--- config.mk ---
export PLATFORM = sky130hd
export DESIGN_NAME = ipd_ctrl
export DESIGN_NICKNAME = d
export VERILOG_FILES = /design/src/rtl/core/ipd_pkg.sv /design/src/rtl/core/ipd_ctrl.sv
export SDC_FILE = /design/constraint.sdc
export NUM_CORES = 1
export LEC_CHECK = 0
export BUFFER_PORTS_ARGS = -buffer_cell sky130_fd_sc_hd__buf_4
export CORE_AREA = 2 2 39 41
export DETAILED_ROUTE_END_ITERATION = 10
export DIE_AREA = 0 0 41 43
export PLACE_DENSITY = 0.36
export SLEW_MARGIN = 10
export SYNTH_ARGS = -nofsm -noshare
export SYNTH_HDL_FRONTEND = slang
export SYNTH_SLANG_ARGS = --single-unit
--- constraint.sdc ---
create_clock -name clk -period 1.78 [get_ports clk]
set_input_delay 0.178 -clock clk [delete_from_list [all_inputs] [get_ports clk]]
set_output_delay 0.178 -clock clk [all_outputs]
set_load 0.03 [all_outputs]
--- src/rtl/core/ipd_pkg.sv ---
`default_nettype none
package ipd_pkg;

    // Table geometry
    localparam int ENTRIES    = 1024;
    localparam int INDEX_BITS = 12;
    localparam int SLOT_W     = $clog2(ENTRIES);
    localparam int COUNT_W    = $clog2(ENTRIES + 1);
    localparam int PAIR_W     = 2 * INDEX_BITS;

    // Item opcodes
    localparam logic [1:0] OP_FIND  = 2'd0;
    localparam logic [1:0] OP_READ  = 2'd1;
    localparam logic [1:0] OP_CLEAR = 2'd2;

    // Result status codes
    localparam logic [1:0] ST_OK     = 2'd0;
    localparam logic [1:0] ST_FULL   = 2'd1;
    localparam logic [1:0] ST_RD_BAD = 2'd2;

    // Input item
    typedef struct packed {
        logic [1:0]            op;
        logic [INDEX_BITS-1:0] pos_idx;
        logic [INDEX_BITS-1:0] tex_idx;
        logic [SLOT_W-1:0]     slot;
    } ipd_cmd_t;

    // Result item
    typedef struct packed {
        logic [SLOT_W-1:0]     result_slot;
        logic                  was_new;
        logic [1:0]            status;
        logic [INDEX_BITS-1:0] xyz_out;
        logic [INDEX_BITS-1:0] tex_out;
        logic [COUNT_W-1:0]    entry_count;
    } ipd_rsp_t;

    // Controller to datapath commands
    typedef struct packed {
        logic capture;
        logic scan_step;
        logic rd_issue;
        logic finish;
    } ipd_ctl_t;

    // Datapath to controller status
    typedef struct packed {
        logic scan_hit;
        logic scan_end;
    } ipd_sts_t;

endpackage
`default_nettype wire

--- src/rtl/core/ipd_ctrl.sv ---
`default_nettype none
module ipd_ctrl
    import ipd_pkg::*;
(
    input  wire logic     clk,
    input  wire logic     rst_n,
    input  wire logic     start,
    input  wire logic [1:0] op,
    input  wire ipd_sts_t sts,
    output ipd_ctl_t      ctl,
    output logic          busy
);

    localparam logic [2:0] S_IDLE     = 3'd0;
    localparam logic [2:0] S_SCAN     = 3'd1;
    localparam logic [2:0] S_RD_ISSUE = 3'd2;
    localparam logic [2:0] S_RD_DATA  = 3'd3;
    localparam logic [2:0] S_SIMPLE   = 3'd4;

    logic [2:0] state_reg;
    logic [2:0] state_next;

    // Next state and commands
    always_comb
    begin
        state_next    = state_reg;
        ctl           = '0;
        unique case (state_reg)
            S_IDLE:
            begin
                if (start)
                begin
                    ctl.capture = 1'b1;
                    unique case (op)
                        OP_FIND: state_next = S_SCAN;
                        OP_READ: state_next = S_RD_ISSUE;
                        default: state_next = S_SIMPLE;
                    endcase
                end
            end
            S_SCAN:
            begin
                ctl.scan_step = 1'b1;
                if (sts.scan_hit || sts.scan_end)
                begin
                    ctl.finish = 1'b1;
                    state_next = S_IDLE;
                end
            end
            S_RD_ISSUE:
            begin
                ctl.rd_issue = 1'b1;
                state_next   = S_RD_DATA;
            end
            S_RD_DATA, S_SIMPLE:
            begin
                ctl.finish = 1'b1;
                state_next = S_IDLE;
            end
            default:
            begin
                state_next = S_IDLE;
            end
        endcase
    end

    always_ff @(posedge clk or negedge rst_n)
    begin
        if (!rst_n)
        begin
            state_reg <= S_IDLE;
        end
        else
        begin
            state_reg <= state_next;
        end
    end

    assign busy = (state_reg != S_IDLE);

endmodule
`default_nettype wire

==> out/qor.yml, run 1 <==
global_route:
  antenna_found_initial: 0
  grtUsageTotal_pct: 5.93
  gr-total-overflow: 0
  grt_pass1_vias: 186
  grt_start_max_net_pins: 7
  grt_pass1_wl_um: 696
run:
  drv_cap: 0
sta:
  setup_violations: 0
  grt_setup_unrepaired: "false"
  fin_skew_ns: 0.00254
  fmax_mhz: 690
  worst_pin_slew_ns: 0.276
  slew-limit-headroom_pct: 81.5
  fin_crit_ns: 1.45
  post-route-period-util_pct: 81.4
  finalHoldViolCount: 0
  tns_ns: 0
  final_max_slew_viol_count: 0
routing:
  via_per_inst: 3.90
  drt_iter0_drc: 0
  routed_wirelength_um: 444
  num_vias: 199
  routedWlPerCell_um: 8.71
  drc_errors: 0
  first_pass_iters: 1
  ant_nets: 0
yosys:
  yosysSeqAreaShare_pct: 42.3
  avgSynthCellArea_um2: 9.35
  synth_area_um2: 178
  syn_nets: 26
  synth_compound_area_share_pct: 17.6
  synth_top_family_by_area: "simple AND/OR/NAND/NOR gates"
  syn_inst: 19
  synth-seq-cells: 3
  synth_xor_area_share_pct: 0
  synth_adder_area_share_pct: 0
  yosysWarnings: 0
  yosysUniqueCellTypes: 13
  synth-simple-area-share_pct: 35.9
  synthMuxAreaShare_pct: 0
die:
  core_mm2: 0.00138
  die_h_um: 43
  die-area_mm2: 0.00176
  row_count: 14
  ios: 12
  die_x_um: 41
  start_util_pct: 12.8
min_path:
  hold_class: "in -> reg"
clocking:
  cts_buffers: 3
  ctsResizeCount: 0
  clk_path_buf_depth: 2
  cts-root-buf: "clkbuf_4"
  clk_pin_slew_ns: 0.04
  ctsHtreeMaxLevel: 1
  cts_tree: "yes"
  clk_latency_ns: 0.23
  numClockSinks: 3
placement:
  gp_congestion: 0.602
  place_inst: 46
  portBuffers: 11
worst_setup_path:
  endpoint_kind: "output pin"
  cp_max_fo: 6
  crit_type: "reg -> out"
  cp.arrival_ns: 1.27
  start_kind: "flop"
  worstPathRequired_ns: 1.60
layout:
  finalNonFillerCells: 51
  largest_reg_flops: 3
  layout-drive-gt1-share_pct: 42.9
  final_core_util_pct: 22.9
  antenna_cells: 0
  area_growth_pct: 78.2
  fill_cells: 153
  nNetsFinal: 43
power:
  leakagePower_nw: 0.150
  vdd_drop_max_uv: 610
  pwr_density_cell_mw_per_mm2: 1670
status:
  status: "finished, final reports clean"
-- worst max-delay path, stage by stage, from the launching register on --
cell     delay (ns)
dfrtp_1        0.43
nor3_1         0.29
and2_1         0.17
buf_4          0.15
-- cells in the final DEF (no fill, tap or decap) --
| cell | synthesis | layout |
|---|---|---|
| dfrtp_1 | 3 | 3 |
| nor2_1 | 2 | 2 |
| clkbuf_1 | 0 | 1 |
| clkbuf_4 | 0 | 3 |
| inv_1 | 2 | 2 |
| or3_1 | 1 | 1 |
| and3_1 | 1 | 1 |
| or3b_1 | 1 | 1 |
| nand2b_1 | 1 | 1 |
| a221oi_2 | 1 | 1 |
| nand3b_1 | 1 | 1 |
| dlygate4sd3_1 | 0 | 1 |
| buf_4 | 0 | 11 |
| o2bb2ai_1 | 1 | 1 |
| a211oi_1 | 1 | 1 |
| and2_1 | 1 | 1 |
| nor3_1 | 3 | 3 |
-- area by class of cell --
class	instances	area [um^2]	share of cell area, %
clock buffer	4	26.3	8.30
sequential	3	75.1	23.7
inverter	2	7.51	2.37
multi-input combinational	14	95.1	30.0
tap	16	20.0	6.32
timing repair buffer	12	92.6	29.2
-- Yosys cell counts, drive strengths merged --
cell     n  share of area [%]
nor2     2                4.2
and3     1                3.5
dfrtp    3                 42
inv      2                4.2
a211oi   1                4.2
nor3     3                8.4
a221oi   1                8.4
nand2b   1                3.5
nand3b   1                4.2
or3      1                3.5
or3b     1                4.9
and2     1                3.5
o2bb2ai  1                4.9
-- report_power, final --
part | internal, mW | leakage [nW] | switching (mW)
clock network | 0.0840 | 0.0150 | 0.0352
logic | 0.117 | 0.0956 | 0.171
registers | 0.0903 | 0.0393 | 0.0330
total | 0.291 | 0.150 | 0.239
-- worst paths after layout --
check	startpoint	end	slack [ns]	cells past startpoint
min	op[1]	state_reg[2]	0.21	2
max in group asynchronous	rst_n	state_reg[2]	1.42	2
max reg2reg	state_reg[1]	state_reg[0]	0.60	2
min in group asynchronous	rst_n	state_reg[1]	0.27	2
max	state_reg[0]	ctl[3]	0.33	3
min reg2reg	state_reg[2]	state_reg[0]	0.52	1
-- routing by layer --
metal | global-route usage (%) | vias up | share of wire (%) | wire [um]
met1 | 7.42 | 86 | 48 | 211
met2 | 7.50 | 13 | 37 | 166
met4 | 2.00 | 0 | 0 | 0
li1 | - | 100 | - | -
met3 | 4.71 | 0 | 15 | 66
met5 | 0 | - | 0 | 0
-- metrics by stage --
| stage | power, mW | cell area [um^2] | setup WS, ns | hold WS [ns] |
|---|---|---|---|---|
| CTS | 0.540 | 317 | 0.314 | 0.206 |
| global route | 0.568 | 317 | 0.209 | 0.224 |
| floorplan | 0.307 | 178 | 0.449 | -0.118 |
| detailed placement | 0.414 | 280 | 0.568 | -0.0315 |
| global placement | 0.416 | 280 | 0.588 | -0.0315 |
| finish | 0.530 | 317 | 0.332 | 0.208 |
-- cells by family (layout without fill, tap and decap cells) --
group	count (synthesis)	after routing
simple gates	11	11
compound gates	3	3
buf+inv	2	18
flops	3	3
-- timing repair --
action / CTS / global route
endpoints found under the hold margin: 3 / 0
buffers inserted: 0 / 0
hold buffers: 1 / 0
No activity file was read; power rests on OpenSTA's default activity.
==> inputs of run 2 (changes only) <==
PLACE_DENSITY = 0.38   (was 0.36)
clock period = 1.2 ns   (was 1.78 ns; I/O delays follow)
==> out/qor.yml, run 2 (synthesized netlist as in run 1, its figures left out) <==
global_route:
  grt_pass1_wl_um: 834  # was 696 um
  grt_start_max_net_pins: 7  # unchanged
  grt_pass1_vias: 202  # was 186
  grtUsageTotal_pct: 7.74  # was 5.93%
  gr-total-overflow: 0  # unchanged
  antenna_found_initial: 0  # unchanged
die:
  start_util_pct: 12.8  # unchanged
  row_count: 14  # unchanged
  ios: 12  # unchanged
  core_mm2: 0.00138  # unchanged
  die-area_mm2: 0.00176  # unchanged
  die_x_um: 41  # unchanged
  die_h_um: 43  # unchanged
clocking:
  ctsHtreeMaxLevel: 1  # unchanged
  clk_latency_ns: 0.23  # about the same
  cts_buffers: 3  # unchanged
  clk_pin_slew_ns: 0.04  # about the same
  cts_tree: "yes"  # unchanged
  numClockSinks: 3  # unchanged
  clk_path_buf_depth: 2  # unchanged
  cts-root-buf: "clkbuf_4"  # unchanged
power:
  power.total_mw: 1.03  # was 0.530 mW
  leakagePower_nw: 0.185  # was 0.150 nW
  pwr_density_cell_mw_per_mm2: 2460  # was 1670 mW/mm^2
  vdd_drop_max_uv: 936  # was 610 uV
layout:
  layout-drive-gt1-share_pct: 76.9  # was 42.9%
  fill_cells: 161  # was 153
  ff_latch_area_um2: 78.8  # was 75.1 um^2
  nNetsFinal: 47  # was 43
  mostFrequentLayoutCells: "buf_4 (9), buf_6 (6), clkbuf_4 (3), dfrtp_2 (3), nor3_4 (2)"  # was buf_4 (11), nor3_1 (3), clkbuf_4 (3), dfrtp_1 (3)
  largest_reg_flops: 3  # unchanged
  area_growth_pct: 136  # was 78.2%
  finalNonFillerCells: 55  # was 51
  multi_input_area_um2: 141  # was 95.1 um^2
  final_common_cell: "buf_4"  # unchanged
  antenna_cells: 0  # unchanged
run:
  drv_cap: 0  # unchanged
worst_setup_path:
  cp.arrival_ns: 1.20  # was 1.27 ns
  endpoint_kind: "output pin"  # unchanged
  start_kind: "flop"  # unchanged
  crit_type: "reg -> out"  # unchanged
  rrSetupSlack_ns: -0.02  # was 0.60 ns
  cp_max_fo: 6  # unchanged
  worstPathRequired_ns: 1.08  # was 1.60 ns
placement:
  hpwl_um: 369
  portBuffers: 11  # unchanged
  gp_congestion: 0.596  # was 0.602
  place_inst: 48  # was 46
routing:
  num_vias: 217  # was 199
  ant_nets: 0  # unchanged
  drc_errors: 0  # unchanged
  routedWlPerCell_um: 10.1  # was 8.71 um
  via_per_inst: 3.95  # was 3.90
  wl_met2_um: 265  # was 166 um
  routed_wirelength_um: 556  # was 444 um
  top_layer_used: "met3"  # unchanged
  first_pass_iters: 4  # was 1
  drt_iter0_drc: 1  # was 0
  wl_met1_um: 223  # was 211 um
  wl_met3_um: 66  # unchanged
sta:
  setup_ws_ns: -0.121  # was 0.332 ns
  worst_pin_slew_ns: 0.199  # was 0.276 ns
  final_max_slew_viol_count: 0  # unchanged
  finalHoldViolCount: 0  # unchanged
  setup_violations: 5  # was 0
  hold_slack_ns: 0.131  # was 0.208 ns
  fmax_mhz: 757
  slew-limit-headroom_pct: 86.7  # was 81.5%
  fin_skew_ns: 0.00522  # was 0.00254 ns
  fin_crit_ns: 1.32
  post-route-period-util_pct: 110
  grt_setup_unrepaired: "true"  # was false
status:
  status: "finished, violations left"  # was finished, final reports clean
  violations: "setup timing"
min_path:
  hold_class: "in -> reg"  # unchanged
[run 2: changes by cell type in the layout (fill, tap and decap cells not counted), sizes merged]
cell,change
buf,+4
[run 2: critical path: stages, from the launching register on]
cell and delay [ns]:
dfrtp_2 0.46, nor3_4 0.22, and2_4 0.17, buf_6 0.12
[run 2: worst paths after layout]
kind                                   start            to  depth (start not counted)
worst min register to register  state_reg[2]  state_reg[0]                          2
worst min-delay path                   op[1]  state_reg[2]                          2
min in group asynchronous              rst_n  state_reg[1]                          2
worst max-delay path            state_reg[1]        ctl[3]                          3
worst max register to register  state_reg[1]  state_reg[0]                          2
max in group asynchronous              rst_n  state_reg[0]                          2
[run 2: where the power goes]
| part | switching, mW | leakage, nW | total, mW | internal (mW) |
|---|---|---|---|---|
| sequential | 0.0855 | 0.0351 | 0.226 | 0.140 |
| combinational | 0.311 | 0.134 | 0.625 | 0.314 |
| clock | 0.0548 | 0.0150 | 0.180 | 0.125 |
[run 2: layer usage]
| layer | GRT usage (%) | vias up |
|---|---|---|
| li1 | - | 110 |
| met1 | 8.71 | 95 |
| met2 | 8.75 | 12 |
| met3 | 5.24 | 0 |
| met4 | 8.00 | 0 |
| met5 | 0 | - |
[run 2: layout make-up]
cell class                 count  share of cell area (%)
timing repair buffer          16                    34.6
sequential                     3                    18.8
multi-input combinational     14                    33.7
tap                           16                    4.78
clock buffer                   4                    6.27
inverter                       2                    1.79
[run 2: metrics by stage]
stage | utilization [%] | setup WS (ns) | setup TNS [ns] | area, um^2
after floorplan | - | 0.00890 | 0 | 183
after global placement | 21.7 | 0.00885 | 0 | 300
after detailed placement | 21.7 | 0.00563 | 0 | 300
after CTS | 26.7 | -0.119 | -0.314 | 369
after global routing | 30.3 | -0.168 | -0.580 | 419
final | 30.3 | -0.121 | -0.286 | 419
[run 2: what timing repair did]
item,CTS,global route
hold buffers,1,0
gates cloned,0,0
setup endpoints to repair,6,6
pin swaps,2,2
gates resized for setup,6,12
setup buffers,2,0
hold endpoints to repair,3,0
